[src/rtl/fomt_pkg.sv]
// Package: item types, internal job type and constants of the framed OOK/Manchester transmitter.
`default_nettype none
package fomt_pkg;

	// Flag bytes that open and close a frame
	localparam logic [7:0] START_FLAG = 8'hAA;
	localparam logic [7:0] END_FLAG   = 8'h55;
	localparam logic [2:0] BIT_MSB    = 3'd7;

	// Last chip index of a byte: eight OOK chips, sixteen Manchester half-bit chips
	localparam logic [3:0] OOK_LAST_CHIP = 4'd7;
	localparam logic [3:0] MAN_LAST_CHIP = 4'd15;

	// Configuration register indexes
	localparam int unsigned CFG_IDX_W = 2;
	localparam logic [CFG_IDX_W-1:0] CFG_LINE_CODE_MODE = 2'd0;
	localparam logic [CFG_IDX_W-1:0] CFG_BIT_TICKS      = 2'd1;

	// Line code selection
	localparam logic MODE_OOK        = 1'b0;
	localparam logic MODE_MANCHESTER = 1'b1;

	localparam logic [15:0] BIT_TICKS_RESET = 16'd1000;

	typedef struct packed {
		logic [7:0] data_byte;
		logic       frame_first;
		logic       frame_last;
	} in_item_t;

	typedef struct packed {
		logic        line_level;
		logic [15:0] hold_ticks;
		logic        run_last;
		logic        frame_end;
	} out_item_t;

	// Kind of work the back end carries out for one queued job
	typedef enum logic {
		JOB_BYTE = 1'b0,
		JOB_IDLE = 1'b1
	} job_kind_t;

	typedef struct packed {
		job_kind_t  kind;
		logic [7:0] data;
		logic       run_last;
	} job_t;

	// Position of the front end within one input item
	typedef enum logic [1:0] {
		STEP_START = 2'd0,
		STEP_DATA  = 2'd1,
		STEP_END   = 2'd2,
		STEP_IDLE  = 2'd3
	} step_t;

endpackage
`default_nettype wire

[src/rtl/fomt_front.sv]
// Front end: accepts input items and splits each into byte and idle jobs.
`default_nettype none
module fomt_front (
	input  wire logic              clk,
	input  wire logic              arst_n,
	input  wire logic              push,
	output logic                   full,
	input  wire fomt_pkg::in_item_t in_item,
	output logic                   job_valid,
	output fomt_pkg::job_t         job,
	input  wire logic              q_full
);
	import fomt_pkg::*;

	logic       hold_q;
	logic [7:0] data_q;
	logic       last_q;
	step_t      step_q;
	step_t      step_d;
	logic       hold_d;
	logic       accept;
	logic       job_push;

	// Job for the current step
	always_comb begin
		job = '{kind: JOB_BYTE, data: data_q, run_last: 1'b0};
		unique case (step_q)
			STEP_START: begin
				job.data = START_FLAG;
			end
			STEP_DATA: begin
				job.data     = data_q;
				job.run_last = !last_q;
			end
			STEP_END: begin
				job.data = END_FLAG;
			end
			STEP_IDLE: begin
				job.kind     = JOB_IDLE;
				job.data     = '0;
				job.run_last = 1'b1;
			end
			default: begin
				job.data = data_q;
			end
		endcase
	end

	assign job_valid = hold_q;
	assign job_push  = hold_q && !q_full;
	// A new item enters in the cycle the held one posts its final job
	assign full      = hold_q && !(job_push && job.run_last);
	assign accept    = push && !full;

	// Next step
	always_comb begin
		step_d = step_q;
		hold_d = hold_q;
		priority if (accept) begin
			hold_d = 1'b1;
			step_d = in_item.frame_first ? STEP_START : STEP_DATA;
		end else if (job_push) begin
			if (job.run_last) begin
				hold_d = 1'b0;
			end else begin
				unique case (step_q)
					STEP_START: step_d = STEP_DATA;
					STEP_DATA:  step_d = STEP_END;
					STEP_END:   step_d = STEP_IDLE;
					STEP_IDLE:  step_d = STEP_IDLE;
					default:    step_d = STEP_DATA;
				endcase
			end
		end
	end

	always_ff @(posedge clk or negedge arst_n) begin
		if (!arst_n) begin
			hold_q <= 1'b0;
			step_q <= STEP_DATA;
		end else begin
			hold_q <= hold_d;
			step_q <= step_d;
		end
	end

	// Held item payload; the first mark only picks the opening step at load time
	always_ff @(posedge clk) begin
		if (accept) begin
			data_q <= in_item.data_byte;
			last_q <= in_item.frame_last;
		end
	end

endmodule
`default_nettype wire

[src/rtl/fomt_queue.sv]
// Short job queue between front and back ends.
`default_nettype none
module fomt_queue #(
	parameter int unsigned DEPTH = 4
) (
	input  wire logic           clk,
	input  wire logic           arst_n,
	input  wire logic           wr_en,
	input  wire fomt_pkg::job_t wr_job,
	output logic                q_full,
	input  wire logic           rd_en,
	output fomt_pkg::job_t      rd_job,
	output logic                q_empty
);
	import fomt_pkg::*;

	localparam int unsigned PTR_W = (DEPTH > 1) ? $clog2(DEPTH) : 1;
	localparam int unsigned CNT_W = $clog2(DEPTH + 1);
	localparam logic [PTR_W-1:0] PTR_LAST = PTR_W'(DEPTH - 1);
	localparam logic [CNT_W-1:0] CNT_FULL = CNT_W'(DEPTH);

	job_t             mem_q [DEPTH];
	logic [PTR_W-1:0] wr_ptr_q;
	logic [PTR_W-1:0] rd_ptr_q;
	logic [CNT_W-1:0] count_q;
	logic             do_wr;
	logic             do_rd;

	assign q_full  = (count_q == CNT_FULL);
	assign q_empty = (count_q == '0);
	assign do_wr   = wr_en && !q_full;
	assign do_rd   = rd_en && !q_empty;
	assign rd_job  = mem_q[rd_ptr_q];

	// Pointers and fill count
	always_ff @(posedge clk or negedge arst_n) begin
		if (!arst_n) begin
			wr_ptr_q <= '0;
			rd_ptr_q <= '0;
			count_q  <= '0;
		end else begin
			if (do_wr) begin
				wr_ptr_q <= (wr_ptr_q == PTR_LAST) ? '0 : wr_ptr_q + 1'b1;
			end
			if (do_rd) begin
				rd_ptr_q <= (rd_ptr_q == PTR_LAST) ? '0 : rd_ptr_q + 1'b1;
			end
			unique case ({do_wr, do_rd})
				2'b10:   count_q <= count_q + 1'b1;
				2'b01:   count_q <= count_q - 1'b1;
				default: count_q <= count_q;
			endcase
		end
	end

	// Storage
	always_ff @(posedge clk) begin
		if (do_wr) begin
			mem_q[wr_ptr_q] <= wr_job;
		end
	end

endmodule
`default_nettype wire

[src/rtl/fomt_back.sv]
// Back end: turns queued jobs into line chips, one per cycle, into the result register if free.
`default_nettype none
module fomt_back (
	input  wire logic              clk,
	input  wire logic              arst_n,
	input  wire logic              line_code_mode,
	input  wire logic [15:0]       bit_ticks,
	input  wire fomt_pkg::job_t    head_job,
	input  wire logic              head_empty,
	output logic                   head_pop,
	output logic                   empty,
	input  wire logic              pop,
	output fomt_pkg::out_item_t    out_item
);
	import fomt_pkg::*;

	logic       out_valid_q;
	out_item_t  out_q;
	logic [3:0] chip_q;
	logic       advance;
	logic       last_chip;
	logic [2:0] bit_pos;
	logic       bit_val;
	out_item_t  chip;

	// Move a chip of the head job into the result register when it is free or being taken
	assign advance = !head_empty && (!out_valid_q || pop);

	// Chip of the head job
	always_comb begin
		bit_pos = (line_code_mode == MODE_MANCHESTER) ? chip_q[3:1] : chip_q[2:0];
		bit_val = head_job.data[BIT_MSB - bit_pos];
		if (head_job.kind == JOB_IDLE) begin
			last_chip       = 1'b1;
			chip.line_level = 1'b0;
			chip.hold_ticks = '0;
			chip.frame_end  = 1'b1;
		end else if (line_code_mode == MODE_MANCHESTER) begin
			last_chip       = (chip_q == MAN_LAST_CHIP);
			chip.line_level = bit_val ^ chip_q[0];
			chip.hold_ticks = bit_ticks >> 1;
			chip.frame_end  = 1'b0;
		end else begin
			last_chip       = (chip_q == OOK_LAST_CHIP);
			chip.line_level = bit_val;
			chip.hold_ticks = bit_ticks;
			chip.frame_end  = 1'b0;
		end
		chip.run_last = last_chip && head_job.run_last;
	end

	assign head_pop = advance && last_chip;

	always_ff @(posedge clk or negedge arst_n) begin
		if (!arst_n) begin
			out_valid_q <= 1'b0;
			chip_q      <= '0;
		end else begin
			if (advance) begin
				out_valid_q <= 1'b1;
				chip_q      <= last_chip ? '0 : chip_q + 1'b1;
			end else if (pop) begin
				out_valid_q <= 1'b0;
			end
		end
	end

	// Result payload
	always_ff @(posedge clk) begin
		if (advance) begin
			out_q <= chip;
		end
	end

	assign empty    = !out_valid_q;
	assign out_item = out_q;

endmodule
`default_nettype wire

[src/rtl/framed_ook_manchester_transmitter.sv]
// Top level of the framed OOK/Manchester transmitter: configuration registers and the three parts.
`default_nettype none
// Each input item is one payload byte with first/last frame marks. A first byte is sent after
// the start flag 0xAA; a last byte is followed by the end flag 0x55 and one idle-low chip with
// zero hold. Bytes go out MSB first, one chip per result item: eight chips per byte in OOK mode,
// sixteen half-bit chips in Manchester mode. The back end produces one chip per cycle while a job
// is queued and the result register is empty or being popped; that chip loop sets the rate. The
// front end splits items into byte and idle jobs through a QUEUE_DEPTH entry queue and takes the
// next item as soon as its last job is queued.
// Configuration (index 0 line code mode, index 1 bit ticks) is to be written while idle;
// writes are always ready and other indexes are ignored.
module framed_ook_manchester_transmitter #(
	parameter int unsigned QUEUE_DEPTH = 4
) (
	input  wire logic                                clk,
	input  wire logic                                arst_n,
	input  wire logic                                push,
	output logic                                     full,
	input  wire fomt_pkg::in_item_t                  in_item,
	output logic                                     empty,
	input  wire logic                                pop,
	output fomt_pkg::out_item_t                      out_item,
	input  wire logic                                cfg_valid,
	output logic                                     cfg_ready,
	input  wire logic [fomt_pkg::CFG_IDX_W-1:0]      cfg_index,
	input  wire logic [15:0]                         cfg_data
);
	import fomt_pkg::*;

	logic        line_code_mode_q;
	logic [15:0] bit_ticks_q;
	logic        job_valid;
	job_t        front_job;
	logic        q_full;
	job_t        head_job;
	logic        head_empty;
	logic        head_pop;

	assign cfg_ready = 1'b1;

	// Configuration registers
	always_ff @(posedge clk or negedge arst_n) begin
		if (!arst_n) begin
			line_code_mode_q <= MODE_OOK;
			bit_ticks_q      <= BIT_TICKS_RESET;
		end else if (cfg_valid && cfg_ready) begin
			if (cfg_index == CFG_LINE_CODE_MODE) begin
				line_code_mode_q <= cfg_data[0];
			end else if (cfg_index == CFG_BIT_TICKS) begin
				bit_ticks_q <= cfg_data;
			end
		end
	end

	fomt_front u_front (
		.clk       (clk),
		.arst_n    (arst_n),
		.push      (push),
		.full      (full),
		.in_item   (in_item),
		.job_valid (job_valid),
		.job       (front_job),
		.q_full    (q_full)
	);

	fomt_queue #(
		.DEPTH (QUEUE_DEPTH)
	) u_queue (
		.clk     (clk),
		.arst_n  (arst_n),
		.wr_en   (job_valid),
		.wr_job  (front_job),
		.q_full  (q_full),
		.rd_en   (head_pop),
		.rd_job  (head_job),
		.q_empty (head_empty)
	);

	fomt_back u_back (
		.clk            (clk),
		.arst_n         (arst_n),
		.line_code_mode (line_code_mode_q),
		.bit_ticks      (bit_ticks_q),
		.head_job       (head_job),
		.head_empty     (head_empty),
		.head_pop       (head_pop),
		.empty          (empty),
		.pop            (pop),
		.out_item       (out_item)
	);

endmodule
`default_nettype wire
[config.mk]
export PLATFORM = sky130hd
export DESIGN_NAME = framed_ook_manchester_transmitter
export DESIGN_NICKNAME = d
export VERILOG_FILES = /design/src/rtl/fomt_pkg.sv /design/src/rtl/fomt_front.sv /design/src/rtl/fomt_queue.sv /design/src/rtl/fomt_back.sv /design/src/rtl/framed_ook_manchester_transmitter.sv
export SDC_FILE = /design/constraint.sdc
export NUM_CORES = 1
export LEC_CHECK = 0
export ABC_AREA = 1
export BUFFER_PORTS_ARGS = -buffer_cell sky130_fd_sc_hd__buf_2
export CORE_MARGIN = 5
export CORE_UTILIZATION = 30
export DETAILED_ROUTE_END_ITERATION = 16
export GPL_TIMING_DRIVEN = 0
export HOLD_SLACK_MARGIN = 0.05
export PLACE_DENSITY = 0.54
export RECOVER_POWER = 100
export SYNTH_ARGS = -nofsm -noshare
export SYNTH_HDL_FRONTEND = slang
export SYNTH_SLANG_ARGS = --single-unit
[constraint.sdc]
create_clock -name clk -period 2.16 [get_ports clk]
set_input_delay 0.216 -clock clk [delete_from_list [all_inputs] [get_ports clk]]
set_output_delay 0.216 -clock clk [all_outputs]
set_load 0.1 [all_outputs]
==> results of run 1 <==
## cells by family (layout without fill, tap and decap cells)
kind of cell             Yosys count  in the layout  synth area share
AND/OR/NAND/NOR                  166            166             0.153
flip-flops                       100            100             0.652
buffers and inverters             58            150            0.0603
AO/OA/AOI/OAI                     46             46            0.0649
multiplexers                      16             16            0.0412
adder cells (fa/ha/maj)            8              8            0.0246
XOR/XNOR                           2              2           0.00400
other                              1              1          0.000857
## cell type report
class	instances	area [µm²]	area share
multi-input cells	239	1330	0.243
clock buffers	9	225	0.0412
clock inverters	7	66.3	0.0121
repair inverters	1	6.26	0.00115
repair buffers	75	463	0.0848
inverters	44	191	0.0351
flip-flops and latches	100	2860	0.523
plain buffers	14	98.8	0.0181
well taps	184	230	0.0422
## per-stage QoR
stage / setup TNS, ns / utilization / area, µm² / setup WS [ns] / std cells
after global routing: -0.0618 / 0.379 / 5460 / -0.0585 / 673
after floorplan: -0.582 / - / 4430 / -0.297 / 397
after detailed placement: -0.205 / 0.341 / 4920 / -0.150 / 634
final: 0 / 0.379 / 5460 / 0.0725 / 673
after global placement: -0.139 / 0.341 / 4920 / -0.130 / 634
after CTS: 0 / 0.372 / 5370 / 0.00150 / 664
## worst max path at each step
stage	from	end	slack [ns]	depth (start not counted)
global placement	u_queue.rd_ptr_q[1]	u_queue.count_q[1]	-0.13	10
finish	u_back.out_valid_q	u_queue.count_q[2]	0.07	12
global route	u_back.out_valid_q	u_queue.count_q[2]	-0.06	12
detailed placement	u_queue.rd_ptr_q[1]	u_queue.count_q[1]	-0.15	10
floorplan	u_back.out_valid_q	u_queue.count_q[2]	-0.30	12
CTS	u_queue.rd_ptr_q[0]	u_queue.count_q[1]	0.001	10
## sequential cells by signal, indices dropped and copies added, names as in the netlist
register            flops
u_queue.mem_q          40
line_code_mode_q        1
u_back.out_valid_q      1
u_front.step_q          2
u_front.data_q          8
u_back.out_item        19
u_queue.wr_ptr_q        2
u_queue.rd_ptr_q        2
u_back.chip_q           4
u_front.job_valid       1
u_queue.count_q         3
u_front.last_q          1
bit_ticks_q            16
## synthesized netlist by cell type (all sizes together)
cell type	n	area, µm²
nand2	111	419
edfxtp	68	2040
inv	42	158
nand3	30	150
dfrtp	25	626
nor2	23	86.3
a21oi	20	100
o21ai	20	108
mux2	16	180
buf	13	93.8
dfstp	7	184
ha	7	87.6
clkinv	2	8.75
o31ai	2	28.8
a31oi	1	6.26
a32oi	1	27.5
clkbuf	1	3.75
conb	1	3.75
fa	1	20.0
nand3b	1	7.51
nor3	1	5.00
o211ai	1	7.51
o22ai	1	6.26
xnor2	1	8.76
xor2	1	8.76
## worst register-to-register path: cells and delay by family (launching register included)
family,cells,cell delay (ns)
buf+inv,4,0.47
xor+xnor,1,0.15
fa+ha+maj,2,0.53
flops,1,0.38
simple gates,2,0.20
compound gates,3,0.26
## routing by layer
metal	global-route usage	vias up	share of wire
met2	0.180	51	0.48
met1	0.141	1396	0.46
met3	0.0285	20	0.038
met5	0	-	0
li1	-	1491	-
met4	0.0520	0	0.027
## repair_timing
action | CTS | global route
endpoints found under the setup margin | 3 | 3
resized for setup | 7 | 9
cloned | 1 | 0
endpoints found under the hold margin | 35 | 0
pin swaps | 2 | 2
buffers inserted | 2 | 9
hold buffers | 11 | 0
==> reports/metrics.yaml, run 1 <==
drt_iter0_markers: 124
min_path_cells: 2
min_path_type: "input port to register"
clock_sink_count: 100
pin_count: 55
h-tree-depth: 3
whs_ns: 0.0960
die_w_um: 131
numPortBuffers: 53
layout_commonest_cell: "nand2_1"
r2r_setup_slack_ns: 0.07
reg2reg_depth: 12
layout_common_cells: "nand2_1 (107), edfxtp_1 (68), buf_2 (54), inv_1 (37), nand3_1 (30)"
crit_chain: "clkinvlp_4, nor2_2, inv_2, o31ai_4, bufinv_8, nand2_4, clkinv_4, ha_4, fa_2, a21oi_2, o21ai_1, xor2_1"
synth_area_per_cell_um2: 11.0
die_area_um2: 17100
start_kind: "register"
critical_path_peak_fanout: 7
clk_path_buf_depth: 2
cp_num_buf_inv: 4
syn_inst: 397
vias: 2958
slew-limit-headroom: 0.302
setup-violations-final: 0
grt_antenna_before_repair: 0
r2r_start: "u_back.out_valid_q"
grt_max_degree: 33
rsz0062_at_grt: "true"
whs_endpoint: "bit_ticks_q[15]"
worst_path_largest_cell_delay_ns: 0.38
worstSkewPairLatency_ns: 0.35
cts_root_buf: "clkbuf_16"
numCtsBuffers: 9
criticalPathCategory: "register to register"
r2r-end: "u_queue.count_q[2]"
worstPathArrival_ns: 2.32
synth-seq-cells: 100
fin_crit_ns: 2.09
tightest_slew_ns: 1.04
wl_per_cell_um: 13.2
path_clk_slew_ns: 0.07
diodes: 0
fin_worst_skew_ns: 0.00762
max_cap_violations: 0
initial_core_util: 0.303
ant_nets: 0
gp_congestion: 0.762
cts_tree: "yes"
routed_via_density: 4.40
ys_warn_count: 0
synth_cell_types: 33
rows: 44
status: "finished, final reports clean"
dpl.hpwl_mm: 6.02
hold_viol_final: 0
grt_pass1_vias: 3015
die_h_um: 131
overflow: 0
holdCritStartpoint: "cfg_data[15]"
slew_viol_final: 0
syn_nets: 438
finalCritPeriodShare: 0.966
num-nets-final: 525
end_kind: "register"
core_area_um2: 14400
grt_pass1_wl_mm: 14.7
drive_gt1_frac: 0.282
fmax_mhz: 479
drc: 0
crit_slowest_cell: "dfrtp_1"
synthesis.area_um2: 4380
nFillCells: 1412
cp_data_required_time_ns: 2.39
ys_seq_area_frac: 0.652
track_usage: 0.112
dr.pass1.iters: 4
cp_top_family: "adder cells"
syn2layout_area_growth_pct: 24.8
wl_mm: 8.88
Power of run 1 is not shown: default switching activity piles up to over one toggle a cycle in this logic, so the estimate is an artifact.
==> run 2: changes to the inputs <==
- PLACE_DENSITY: 0.54 -> 0.53
- clock period: 2.16 -> 2.25 ns (I/O delays scaled with it)
==> reports/metrics.yaml, run 2 (same netlist as run 1, synthesis figures left out) <==
rsz0062_at_grt: "true"
dpl.hpwl_mm: 5.99
slew-limit-headroom: 0.332
wl_per_cell_um: 13.2
vias: 2923
largest_reg_flops: 40
fin_worst_skew_ns: 0.0101
wl_mm: 8.75
dp_cells: 634
numCtsBuffers: 9
grt_pass1_wl_mm: 14.5
dr.pass1.iters: 5
grt_pass1_vias: 2926
min_path_type: "input port to register"
numPortBuffers: 53
overflow: 0
reg2reg_depth: 10
cts_root_buf: "clkbuf_16"
max_cap_violations: 0
top_register: "u_queue.mem_q"
cts_tree: "yes"
routed_via_density: 4.40
rows: 44
min_path_cells: 2
dpl_cell_area_um2: 4920
fin_crit_ns: 2.14
critical_path_peak_fanout: 5
criticalPathCategory: "register to register"
initial_core_util: 0.303
drive_gt1_frac: 0.256
drt_iter0_markers: 183
nFillCells: 1427
die_h_um: 131
track_usage: 0.108
clock_sink_count: 100
holdCritStartpoint: "cfg_valid"
design_area_um2: 5370
grt_antenna_before_repair: 0
clk_path_buf_depth: 2
fmax_mhz: 467
cp_data_required_time_ns: 2.48
crit_start: "u_queue.rd_ptr_q[0]"
drc: 0
finalCritPeriodShare: 0.951
pin_count: 55
layout_commonest_cell: "nand2_1"
final_util: 0.372
end_kind: "register"
die_area_um2: 17100
h-tree-depth: 3
r2r_start: "u_queue.rd_ptr_q[0]"
slew_viol_final: 0
setup-violations-final: 0
diodes: 0
r2r_setup_slack_ns: 0.11
start_kind: "register"
core_area_um2: 14400
syn2layout_area_growth_pct: 22.8
worstSkewPairLatency_ns: 0.35
num-nets-final: 516
fin_cells: 664
worstPathArrival_ns: 2.37
hold_viol_final: 0
ant_nets: 0
gp_congestion: 0.771
path_clk_slew_ns: 0.08
grt_max_degree: 33
die_w_um: 131
tns_ns: 0
status: "finished, final reports clean"
layout_common_cells: "nand2_1 (109), edfxtp_1 (68), buf_2 (54), inv_1 (38), nand3_1 (30)"
tightest_slew_ns: 0.999
## run 2: cell count changes in the layout (fill, tap and decap cells not counted), moves of 2 or more
cell        change
clkinvlp_4      -2
buf_6           -2
a21oi_1         +2
nand2_1         +2
buf_4           -7
a21oi_2         -2
## run 2: metal layers
metal  routed length [µm]  GRT usage
met4                  135     0.0351
met2                 4190      0.177
met5                    0          0
met1                 4090      0.142
met3                  340     0.0256
## run 2: path summary, 6_finish.rpt
kind                                       to
max                        u_queue.count_q[1]
min                          line_code_mode_q
max reg2reg                u_queue.count_q[1]
min reg2reg                    bit_ticks_q[0]
max in group asynchronous  u_queue.count_q[1]
min in group asynchronous     bit_ticks_q[10]
## run 2: cell type report
cell class | count | area (µm²) | area share
Sequential cell | 100 | 2860 | 0.531
Multi-Input combinational cell | 239 | 1310 | 0.243
Timing Repair Buffer | 66 | 392 | 0.0729
Tap cell | 184 | 230 | 0.0429
Clock buffer | 9 | 225 | 0.0419
Inverter | 44 | 191 | 0.0356
Buffer | 14 | 95.1 | 0.0177
Clock inverter | 7 | 73.8 | 0.0137
Timing Repair inverter | 1 | 5.00 | 0.000932
## run 2: critical path, cell delays in order, from the launching register on
cell and delay, ns:
dfrtp_2 0.44, inv_2 0.09, nand2_1 0.09, a32oi_4 0.27, inv_2 0.07, nand2_2 0.10, nand2_4 0.07, clkinv_4 0.07
ha_4 0.14, fa_2 0.42, mux2_2 0.26
## run 2: metrics by stage
step | setup WS [ns] | hold slack (ns)
after global placement | -0.0573 | 0.340
after global routing | -0.00201 | 0.103
after detailed placement | -0.0610 | 0.340
final | 0.111 | 0.0998
after floorplan | -0.207 | -0.0706
after CTS | 0.0232 | 0.0862
## run 2: timing repair
item                                    CTS  global route
endpoints found under the setup margin    1             3
buffers inserted                          1             1
resized for setup                         0             8
endpoints found under the hold margin    35             0
pin swaps                                 1             1
cloned                                    0             1
hold buffers                             11             0
Power of run 2 is left out for the same reason.
==> run 3: changes to the inputs <==
- CORE_ASPECT_RATIO: not set -> 0.9
==> reports/metrics.yaml, run 3 (same netlist as run 1, synthesis figures left out) <==
status: "finished, final reports clean"
start_kind: "register"
largest_reg_flops: 40
finalCritPeriodShare: 0.949
numPortBuffers: 53
end_kind: "register"
dr.pass1.iters: 4
criticalPathCategory: "register to register"
wl_per_cell_um: 13.2
initial_core_util: 0.309
core_area_um2: 14200
fin_worst_skew_ns: 0.00753
grt_pass1_vias: 3056
setup-violations-final: 0
cp_data_required_time_ns: 2.48
whs_ns: 0.114
cts_root_buf: "clkbuf_16"
grt_max_degree: 33
r2r-end: "u_queue.count_q[2]"
pre_cts_slack_ns: -0.0723
die_w_um: 137
grt_antenna_before_repair: 0
rows: 41
layout_common_cells: "nand2_1 (109), edfxtp_1 (68), inv_1 (38), buf_2 (32), nand3_1 (30)"
whs_endpoint: "bit_ticks_q[6]"
fin_crit_ns: 2.14
drc: 0
r2r_setup_slack_ns: 0.11
clock_sink_count: 100
ant_nets: 0
slew_viol_final: 0
wl_mm: 8.89
max_cap_violations: 0
diodes: 0
gp_congestion: 0.769
pin_count: 55
grt_pass1_wl_mm: 15.0
min_path_cells: 2
worstPathArrival_ns: 2.36
setup_ws_ns: 0.114
tightest_slew_ns: 1.18
hold_viol_final: 0
path_clk_slew_ns: 0.07
drive_gt1_frac: 0.202
routed_via_density: 4.27
slew-limit-headroom: 0.216
cts_tree: "yes"
syn2layout_area_growth_pct: 22.6
reg2reg_depth: 9
overflow: 0
numCtsBuffers: 9
clk_path_buf_depth: 2
holdCritStartpoint: "cfg_data[6]"
min_path_type: "input port to register"
num-nets-final: 517
drt_iter0_markers: 170
dpl.hpwl_mm: 6.15
die_area_um2: 17100
vias: 2875
h-tree-depth: 3
worstSkewPairLatency_ns: 0.34
die_h_um: 125
final_util: 0.379
rsz0062_at_grt: "false"
layout_commonest_cell: "nand2_1"
top_register: "u_queue.mem_q"
track_usage: 0.112
fmax_mhz: 468
nFillCells: 1443
crit_start: "u_queue.count_q[0]"
r2r_start: "u_queue.count_q[0]"
critical_path_peak_fanout: 14
-- run 3: cell count changes in the layout (fill, tap and decap cells not counted), sizes merged --
cell	delta
bufinv	+1
buf	-23
inv	-3
clkbuf	+24
clkinv	-1
clkinvlp	+3
-- run 3: per-stage QoR --
step           area (µm²)  cells  TNS, ns
2_1_floorplan        4430    397   -0.402
3_3_place_gp         4930    643  -0.0568
3_5_place_dp         4930    643  -0.0723
4_1_cts              5350    671        0
5_1_grt              5370    674        0
6_report             5370    674        0
-- run 3: how the worst max path moves through the flow --
stage | endpoint | slack, ns
floorplan | u_queue.count_q[2] | -0.21
global placement | u_queue.count_q[1] | -0.06
detailed placement | u_queue.count_q[1] | -0.07
CTS | full | 0.02
global route | u_queue.count_q[2] | 0.009
finish | u_queue.count_q[2] | 0.11
-- run 3: timing repair --
item / 4_1_cts / 5_1_grt
gates resized for setup: 0 / 8
pin swaps: 1 / 1
endpoints found under the setup margin: 1 / 3
buffers inserted: 1 / 2
cloned: 0 / 1
endpoints found under the hold margin: 35 / 0
hold buffers: 11 / 0
-- run 3: final cells by class --
cell class / instances / area (µm²) / area share
flip-flops and latches: 100 / 2850 / 0.532
repair buffers: 67 / 367 / 0.0683
repair inverters: 1 / 5.00 / 0.000933
plain buffers: 14 / 92.6 / 0.0173
clock inverters: 7 / 73.8 / 0.0138
inverters: 44 / 204 / 0.0380
multi-input cells: 239 / 1310 / 0.243
clock buffers: 9 / 225 / 0.0420
well taps: 193 / 241 / 0.0450
-- run 3: layer usage --
layer	global-route usage	routed length (µm)
met1	0.141	4210
met2	0.186	4260
met3	0.0303	304
met4	0.0335	114
met5	0	0
-- run 3: critical path, stage by stage, from the launching register on --
cell and delay [ns]:
dfrtp_2 0.47, o31ai_4 0.30, bufinv_16 0.24, nand2_4 0.07, clkinv_4 0.08, ha_4 0.17
fa_2 0.33, a21oi_1 0.12, o21ai_1 0.08, xor2_1 0.14
Power of run 3 is left out for the same reason.
